File: config.mk
export PLATFORM = sky130hd
export DESIGN_NAME = hvac_thermostat_controller
export DESIGN_NICKNAME = d
export VERILOG_FILES = /design/src/hvac_pkg.sv /design/src/hvac_mode_eval.sv /design/src/hvac_thermostat_controller.sv
export SDC_FILE = /design/constraint.sdc
export NUM_CORES = 1
export LEC_CHECK = 0
export ABC_AREA = 1
export BUFFER_PORTS_ARGS = -buffer_cell sky130_fd_sc_hd__buf_2
export CORE_MARGIN = 2
export CORE_UTILIZATION = 54
export CTS_BUF_LIST = sky130_fd_sc_hd__clkbuf_4 sky130_fd_sc_hd__clkbuf_8
export CTS_CLUSTER_DIAMETER = 50
export DETAILED_ROUTE_END_ITERATION = 12
export PLACE_DENSITY_LB_ADDON = 0.3
export SLEW_MARGIN = 20
export SYNTH_ARGS = -nofsm -noshare
export SYNTH_HDL_FRONTEND = slang
export SYNTH_SLANG_ARGS = --single-unit
File: constraint.sdc
create_clock -name clk -period 6.8 [get_ports clk]
set_input_delay 0.68 -clock clk [delete_from_list [all_inputs] [get_ports clk]]
set_output_delay 0.68 -clock clk [all_outputs]
set_load 0.01 [all_outputs]
File: src/hvac_pkg.sv
// package: shared types, constants and codes of the thermostat controller
package hvac_pkg;

	localparam int TEMP_WIDTH = 12;
	localparam int THR_WIDTH = 8;
	localparam int FAN_WIDTH = 2;

	localparam logic [THR_WIDTH-1:0] ACTIVE_THR_RESET = THR_WIDTH'(8);
	localparam logic [THR_WIDTH-1:0] INACTIVE_THR_RESET = THR_WIDTH'(24);

	localparam logic [FAN_WIDTH-1:0] FAN_OFF = FAN_WIDTH'(0);
	localparam logic [FAN_WIDTH-1:0] FAN_LOW = FAN_WIDTH'(1);
	localparam logic [FAN_WIDTH-1:0] FAN_HIGH = FAN_WIDTH'(2);

	typedef enum logic [0:0] {
		CFG_ACTIVE_THR = 1'b0,
		CFG_INACTIVE_THR = 1'b1
	} cfg_index_t;

	typedef enum logic [1:0] {
		MODE_OFF = 2'd0,
		MODE_HEAT = 2'd1,
		MODE_COOL = 2'd2
	} mode_t;

	typedef logic signed [TEMP_WIDTH-1:0] temp_t;

	typedef struct packed {
		logic power_button_level;
		logic fan_button_level;
		logic remote_fan_valid;
		logic [FAN_WIDTH-1:0] remote_fan_speed;
		logic sample_valid;
		temp_t sample_temperature;
		logic setpoint_valid;
		temp_t setpoint_temperature;
	} item_t;

	typedef struct packed {
		logic [FAN_WIDTH-1:0] fan_speed;
		logic system_on;
		mode_t climate_mode;
		logic fan_changed;
		logic mode_changed;
		temp_t current_setpoint;
		temp_t current_temperature;
	} result_t;

	typedef struct packed {
		mode_t mode;
		logic changed;
	} eval_t;

endpackage

File: src/hvac_mode_eval.sv
// hysteresis mode evaluation: off, heat and cool transitions for one event
module hvac_mode_eval (
	input  logic active,
	input  hvac_pkg::mode_t mode_in,
	input  hvac_pkg::temp_t temp,
	input  hvac_pkg::temp_t target,
	input  logic [hvac_pkg::THR_WIDTH-1:0] active_thr,
	input  logic [hvac_pkg::THR_WIDTH-1:0] inactive_thr,
	output hvac_pkg::eval_t result
);
	import hvac_pkg::*;

	localparam int CW = TEMP_WIDTH + 2;

	logic signed [CW-1:0] temp_w;
	logic signed [CW-1:0] target_w;
	logic signed [CW-1:0] act_w;
	logic signed [CW-1:0] inact_w;
	logic heat_start;
	logic cool_start;
	logic heat_stop;
	logic cool_stop;
	mode_t off_mode;

	assign temp_w = {{2{temp[TEMP_WIDTH-1]}}, temp};
	assign target_w = {{2{target[TEMP_WIDTH-1]}}, target};
	assign act_w = {{(CW-THR_WIDTH){1'b0}}, active_thr};
	assign inact_w = {{(CW-THR_WIDTH){1'b0}}, inactive_thr};

	assign heat_start = (temp_w + inact_w) < target_w;
	assign cool_start = (temp_w - inact_w) > target_w;
	assign cool_stop = (temp_w + act_w) < target_w;
	assign heat_stop = (temp_w - act_w) > target_w;

	always_comb begin
		if (heat_start) begin
			off_mode = MODE_HEAT;
		end else if (cool_start) begin
			off_mode = MODE_COOL;
		end else begin
			off_mode = MODE_OFF;
		end
	end

	always_comb begin
		result.mode = mode_in;
		result.changed = 1'b0;
		if (active) begin
			case (mode_in)
				MODE_OFF: begin
					result.mode = off_mode;
					result.changed = heat_start | cool_start;
				end
				MODE_COOL: begin
					if (cool_stop) begin
						result.mode = off_mode;
						result.changed = 1'b1;
					end
				end
				MODE_HEAT: begin
					if (heat_stop) begin
						result.mode = off_mode;
						result.changed = 1'b1;
					end
				end
				default: begin
					result.mode = mode_in;
					result.changed = 1'b0;
				end
			endcase
		end
	end

endmodule

File: src/hvac_thermostat_controller.sv
// top level: thermostat controller with fan, power switch and hysteresis climate control
//
// Takes one poll transaction per clock while in_stall is low and returns one
// result transaction per poll: the poll is held in the input register, then the
// whole pass (button release detection, fan, remote fan, power, sample and
// setpoint with up to three chained hysteresis evaluations) is settled
// combinationally into the output register. Throughput is one transaction per
// cycle while out_stall is low; the input register and the output register both
// hold a transaction when the output side stalls. The first poll after reset only
// seeds setpoint and temperature from a present sample. Threshold registers are
// written through the configuration channel, which is always ready.
module hvac_thermostat_controller (
	input  logic clk,
	input  logic arst_n,
	input  logic in_valid,
	output logic in_stall,
	input  hvac_pkg::item_t in_data,
	output logic out_valid,
	input  logic out_stall,
	output hvac_pkg::result_t out_data,
	input  logic cfg_valid,
	output logic cfg_ready,
	input  hvac_pkg::cfg_index_t cfg_index,
	input  logic [hvac_pkg::THR_WIDTH-1:0] cfg_data
);
	import hvac_pkg::*;

	logic [THR_WIDTH-1:0] active_thr_q;
	logic [THR_WIDTH-1:0] inactive_thr_q;

	logic seeded_q;
	logic power_held_q;
	logic fan_held_q;
	logic [FAN_WIDTH-1:0] fan_q;
	logic [FAN_WIDTH-1:0] fan_saved_q;
	logic active_q;
	mode_t mode_q;
	temp_t target_q;
	temp_t temp_q;

	item_t in_s1;
	logic valid_s1;
	result_t out_q;
	logic out_valid_q;

	logic out_free;
	logic advance;

	logic fan_rel;
	logic power_rel;
	logic act_a;
	logic [FAN_WIDTH-1:0] fan_a;
	logic [FAN_WIDTH-1:0] saved_a;
	logic fchg_a;
	logic act_b;
	logic [FAN_WIDTH-1:0] fan_b;
	mode_t mode_b;
	logic fchg_b;
	logic mchg_b;
	temp_t temp_c;
	mode_t mode_c;
	logic mchg_c;
	temp_t target_d;
	mode_t mode_d;
	logic mchg_d;
	eval_t power_eval;
	eval_t sample_eval;
	eval_t setpoint_eval;
	result_t result_next;

	function automatic logic [FAN_WIDTH-1:0] fan_step(input logic [FAN_WIDTH-1:0] fan);
		logic [FAN_WIDTH-1:0] nxt;
		case (fan)
			FAN_OFF: nxt = FAN_LOW;
			FAN_LOW: nxt = FAN_HIGH;
			default: nxt = FAN_OFF;
		endcase
		return nxt;
	endfunction

	// handshake
	assign out_free = ~out_valid_q | ~out_stall;
	assign advance = valid_s1 & out_free;
	assign in_stall = valid_s1 & ~out_free;
	assign out_valid = out_valid_q;
	assign out_data = out_q;
	assign cfg_ready = 1'b1;

	// fan button and remote fan
	always_comb begin
		fan_rel = fan_held_q & ~in_s1.fan_button_level;
		power_rel = power_held_q & ~in_s1.power_button_level;
		act_a = active_q;
		fan_a = fan_q;
		saved_a = fan_saved_q;
		fchg_a = 1'b0;
		if (fan_rel) begin
			act_a = 1'b1;
			fan_a = fan_step(fan_q);
			saved_a = fan_step(fan_q);
			fchg_a = 1'b1;
		end
		if (in_s1.remote_fan_valid) begin
			act_a = 1'b1;
			fan_a = (in_s1.remote_fan_speed > FAN_HIGH) ? FAN_HIGH : in_s1.remote_fan_speed;
			saved_a = fan_a;
			fchg_a = 1'b1;
		end
	end

	hvac_mode_eval u_power_eval (
		.active(1'b1),
		.mode_in(mode_q),
		.temp(temp_q),
		.target(target_q),
		.active_thr(active_thr_q),
		.inactive_thr(inactive_thr_q),
		.result(power_eval)
	);

	// power button
	always_comb begin
		act_b = act_a;
		fan_b = fan_a;
		mode_b = mode_q;
		fchg_b = fchg_a;
		mchg_b = 1'b0;
		if (power_rel) begin
			fchg_b = 1'b1;
			if (!act_a) begin
				act_b = 1'b1;
				fan_b = saved_a;
				mode_b = power_eval.mode;
				mchg_b = power_eval.changed;
			end else begin
				act_b = 1'b0;
				fan_b = FAN_OFF;
				mode_b = MODE_OFF;
				mchg_b = 1'b1;
			end
		end
	end

	assign temp_c = in_s1.sample_valid ? in_s1.sample_temperature : temp_q;

	hvac_mode_eval u_sample_eval (
		.active(act_b),
		.mode_in(mode_b),
		.temp(temp_c),
		.target(target_q),
		.active_thr(active_thr_q),
		.inactive_thr(inactive_thr_q),
		.result(sample_eval)
	);

	assign mode_c = in_s1.sample_valid ? sample_eval.mode : mode_b;
	assign mchg_c = mchg_b | (in_s1.sample_valid & sample_eval.changed);
	assign target_d = in_s1.setpoint_valid ? in_s1.setpoint_temperature : target_q;

	hvac_mode_eval u_setpoint_eval (
		.active(act_b),
		.mode_in(mode_c),
		.temp(temp_c),
		.target(target_d),
		.active_thr(active_thr_q),
		.inactive_thr(inactive_thr_q),
		.result(setpoint_eval)
	);

	assign mode_d = in_s1.setpoint_valid ? setpoint_eval.mode : mode_c;
	assign mchg_d = mchg_c | (in_s1.setpoint_valid & setpoint_eval.changed);

	// result of the pass
	always_comb begin
		if (!seeded_q) begin
			result_next.fan_speed = fan_q;
			result_next.system_on = active_q;
			result_next.climate_mode = mode_q;
			result_next.fan_changed = 1'b0;
			result_next.mode_changed = 1'b0;
			result_next.current_setpoint =
				in_s1.sample_valid ? in_s1.sample_temperature : target_q;
			result_next.current_temperature = temp_c;
		end else begin
			result_next.fan_speed = fan_b;
			result_next.system_on = act_b;
			result_next.climate_mode = mode_d;
			result_next.fan_changed = fchg_b;
			result_next.mode_changed = mchg_d;
			result_next.current_setpoint = target_d;
			result_next.current_temperature = temp_c;
		end
	end

	// configuration registers
	always_ff @(posedge clk or negedge arst_n) begin
		if (!arst_n) begin
			active_thr_q <= ACTIVE_THR_RESET;
			inactive_thr_q <= INACTIVE_THR_RESET;
		end else if (cfg_valid && cfg_ready) begin
			case (cfg_index)
				CFG_ACTIVE_THR: active_thr_q <= cfg_data;
				CFG_INACTIVE_THR: inactive_thr_q <= cfg_data;
				default: active_thr_q <= active_thr_q;
			endcase
		end
	end

	// handshake control
	always_ff @(posedge clk or negedge arst_n) begin
		if (!arst_n) begin
			valid_s1 <= 1'b0;
			out_valid_q <= 1'b0;
		end else begin
			if (!in_stall) begin
				valid_s1 <= in_valid;
			end
			if (out_free) begin
				out_valid_q <= valid_s1;
			end
		end
	end

	// payload registers
	always_ff @(posedge clk) begin
		if (in_valid && !in_stall) begin
			in_s1 <= in_data;
		end
		if (advance) begin
			out_q <= result_next;
		end
	end

	// controller state
	always_ff @(posedge clk or negedge arst_n) begin
		if (!arst_n) begin
			seeded_q <= 1'b0;
			power_held_q <= 1'b0;
			fan_held_q <= 1'b0;
			fan_q <= FAN_OFF;
			fan_saved_q <= FAN_OFF;
			active_q <= 1'b0;
			mode_q <= MODE_OFF;
			target_q <= '0;
			temp_q <= '0;
		end else if (advance) begin
			seeded_q <= 1'b1;
			if (!seeded_q) begin
				if (in_s1.sample_valid) begin
					target_q <= in_s1.sample_temperature;
					temp_q <= in_s1.sample_temperature;
				end
			end else begin
				power_held_q <= in_s1.power_button_level;
				fan_held_q <= in_s1.fan_button_level;
				fan_q <= fan_b;
				fan_saved_q <= saved_a;
				active_q <= act_b;
				mode_q <= mode_d;
				target_q <= target_d;
				temp_q <= temp_c;
			end
		end
	end

endmodule
==> insert_results.sql <==
INSERT INTO impl_metrics (metric_group, metric, value, unit) VALUES
('placement', 'place.port_buffers', '77', ''),
('layout', 'layout-drive-gt1-share', '10.26', '%'),
('sta', 'max_freq', '175.6', 'MHz'),
('clocking', 'ctsLongestPathBuffers', '2', ''),
('drt', 'postRouteWirelength', '30.22', 'mm'),
('die', 'floorplan.die.height', '148.1', 'µm'),
('setup_path', 'critPathSlowestCell', 'sky130_fd_sc_hd__o21ai_0', ''),
('sta', 'finalHoldViolCount', '0', ''),
('clocking', 'tritoncts', 'done', ''),
('sta', 'final.setup_skew', '0.01604', 'ns'),
('clocking', 'ctsHoldBuffers', '0', ''),
('sta', 'setup_total_negative_slack', '0', 'ns'),
('placement', 'placement.setup.worst_slack', '1.243', 'ns'),
('synth', 'synth_flop_cell', 'sky130_fd_sc_hd__edfxtp_1', ''),
('layout', 'antenna_diode_count', '0', ''),
('setup_path', 'critical_path.max_stage_delay', '0.67', 'ns'),
('clocking', 'ctsResizeCount', '0', ''),
('grt', 'first_global_vias', '9524', ''),
('die', 'num_io_pins', '79', ''),
('layout', 'finish.net_count', '1755', ''),
('clocking', 'cts_sinks', '114', ''),
('sta', 'layout_min_cycle_time', '5.694', 'ns'),
('grt', 'grt_ovf', '0', ''),
('placement', 'dp_hpwl', '23.34', 'mm'),
('layout', 'register_area', '3167', 'µm²'),
('die', 'die_area', '21930', 'µm²'),
('setup_path', 'crit-reg2reg-capture', 'out_data[27]', ''),
('setup_path', 'max_fo_critical_path', '37', ''),
('placement', 'dp.cells', '1739', ''),
('setup_path', 'worstReg2RegStart', 'in_s1[25]', ''),
('layout', 'layout.core_utilization', '60.82', '%'),
('setup_path', 'critPathKind', 'reg2reg', ''),
('synth', 'post-synth-top-count-cell', 'sky130_fd_sc_hd__nand2_1', ''),
('grt', 'grt_first_pass_wirelength', '48.61', 'mm'),
('layout', 'layout_stage_area_growth_over_the_synthesis_result', '10.13', '%'),
('setup_path', 'cp_data_arrival_time', '5.92', 'ns'),
('sta', 'timing.hold.ws', '0.3660', 'ns'),
('drt', 'ant_nets', '0', ''),
('die', 'floorplan.initialDensity', '55.23', '%'),
('outcome', 'run_status', 'completed', ''),
('clocking', 'cts.reportedPaths.clkPinSlew', '0.09', 'ns'),
('setup_path', 'cp.required', '7.02', 'ns'),
('layout', 'nFillCells', '1868', ''),
('sta', 'layout_worst_path_cycle_share', '83.74', '%'),
('grt', 'grt_max_degree', '81', ''),
('grt', 'grt_antenna_before_repair', '0', ''),
('synth', 'synth_nets', '1672', ''),
('drt', 'detail_route.first_pass.iterations', '6', ''),
('die', 'die_w', '148.1', 'µm'),
('pwr', 'ir_worst_vdd', '0.0001626', 'V'),
('sta', 'final_critical_path_setup_slack', '1.106', 'ns'),
('worst_hold_path', 'hold_path.class', 'in2async', ''),
('clocking', 'cts_max_level', '4', ''),
('layout', 'final_cells', '1771', ''),
('synth', 'yosys_register_bits', '114', ''),
('layout', 'multiInputGateArea', '7143', 'µm²'),
('clocking', 'cts_root_buffer', 'sky130_fd_sc_hd__clkbuf_8', ''),
('die', 'coreArea', '20300', 'µm²'),
('sta', 'timing.final.setup_violations', '0', ''),
('die', 'placementRows', '52', ''),
('sta', 'slew_viol_final', '0', ''),
('drt', 'detail_route.vias_per_cell', '5.535', ''),
('synth', 'syn_area_per_cell', '7.979', 'µm²'),
('synth', 'synth.yosys.warnings', '0', ''),
('setup_path', 'startpoint_class', 'flop', ''),
('pwr', 'leakage', '6.318', 'nW'),
('synth', 'syn-instance-count', '1405', ''),
('setup_path', 'worstSetupEndpointType', 'flop', ''),
('sta', 'unrepaired_setup_endpoints_after_global_routing', 'no', ''),
('synth', 'synth_largest_area_cell', 'sky130_fd_sc_hd__ha_1', ''),
('grt', 'total_grt_usage', '28.29', '%');
==> worst max path at each step <==
| stage | start | to | slack (ns) | cells after the start |
|---|---|---|---|---|
| 2_1_floorplan | in_s1[25] | out_data[27] | 1.63 | 34 |
| 3_3_place_gp | in_s1[25] | out_data[27] | 1.28 | 33 |
| 3_5_place_dp | in_s1[25] | out_data[27] | 1.24 | 33 |
| 4_1_cts | in_s1[25] | out_data[27] | 1.22 | 33 |
| 5_1_grt | in_s1[25] | out_data[27] | 0.67 | 33 |
| 6_report | in_s1[25] | out_data[27] | 1.11 | 33 |
==> worst max-delay path: cells and delay by family (launching register included) <==
family          cells  cell delay (ns)
flops               1             0.38
xor+xnor            2             0.53
compound gates     10             2.24
fa+ha+maj           2             0.72
simple gates       16             1.08
buf+inv             3             0.47
==> sequential cells by signal, indices dropped and copies added, names as in the netlist <==
register,count
in_s1,31
out_data,31
target_q,12
temp_q,12
active_thr_q,8
inactive_thr_q,8
fan_q,2
fan_saved_q,2
mode_q,2
active_q,1
fan_held_q,1
out_valid,1
power_held_q,1
seeded_q,1
valid_s1,1
==> report_power, final <==
group	total, mW	switching (mW)	leakage, nW	internal (mW)
Clock	0.693	0.329	0.195	0.365
Combinational	3.34	2.12	4.89	1.22
Sequential	0.981	0.110	1.23	0.872
Total	5.02	2.56	6.32	2.45
==> logic make-up (layout without fill, tap and decap cells) <==
logic type / Yosys count / after routing / share of synthesized area, %
and+or+nand+nor: 439 / 439 / 16.46
AOI/OAI and AO/OA: 311 / 311 / 15.51
buffers and inverters: 237 / 333 / 8.103
adders and majority gates: 222 / 222 / 25.31
DFF: 114 / 114 / 28.25
xor gates and xnor gates: 81 / 81 / 6.328
other: 1 / 1 / 0.03345
==> final cells by class <==
| class | count | area share (%) |
|---|---|---|
| Clock buffer | 17 | 1.895 |
| Timing Repair Buffer | 89 | 3.851 |
| Inverter | 212 | 6.557 |
| Multi-Input combinational cell | 1054 | 57.85 |
| Clock inverter | 15 | 1.459 |
| Sequential cell | 114 | 25.65 |
| Tap cell | 270 | 2.736 |
==> cells in the final DEF, fill, tap and decap left out, types with 4 or more instances in the layout <==
cell type and instances:
sky130_fd_sc_hd__clkinvlp_4 4, sky130_fd_sc_hd__buf_4 12, sky130_fd_sc_hd__nor3_1 10, sky130_fd_sc_hd__nand3_1 35, sky130_fd_sc_hd__nand2_1 279, sky130_fd_sc_hd__o2111ai_1 4, sky130_fd_sc_hd__nand4_1 14, sky130_fd_sc_hd__edfxtp_1 62
sky130_fd_sc_hd__inv_2 9, sky130_fd_sc_hd__a211o_1 4, sky130_fd_sc_hd__o21bai_1 18, sky130_fd_sc_hd__nand2_4 4, sky130_fd_sc_hd__xnor2_1 8, sky130_fd_sc_hd__dfrtp_1 49, sky130_fd_sc_hd__inv_1 200, sky130_fd_sc_hd__clkinv_1 4
sky130_fd_sc_hd__a21oi_1 106, sky130_fd_sc_hd__ha_1 214, sky130_fd_sc_hd__o31ai_1 7, sky130_fd_sc_hd__o21ai_0 131, sky130_fd_sc_hd__nor2_1 76, sky130_fd_sc_hd__fa_1 8, sky130_fd_sc_hd__o211ai_1 8, sky130_fd_sc_hd__buf_2 77
sky130_fd_sc_hd__inv_6 4, sky130_fd_sc_hd__o21ai_1 15, sky130_fd_sc_hd__nand2_2 6, sky130_fd_sc_hd__xor2_1 73, sky130_fd_sc_hd__clkbuf_8 17
==> metal layers <==
metal / wire length, µm / global-route usage (%) / up-vias
li1: - / - / 4882
met1: 13600 / 38.29 / 4516
met2: 13850 / 46.27 / 337
met3: 1906 / 4.141 / 67
met4: 875 / 10.52 / 0
met5: 0 / 0 / -
No activity file was read; power rests on OpenSTA's default activity.
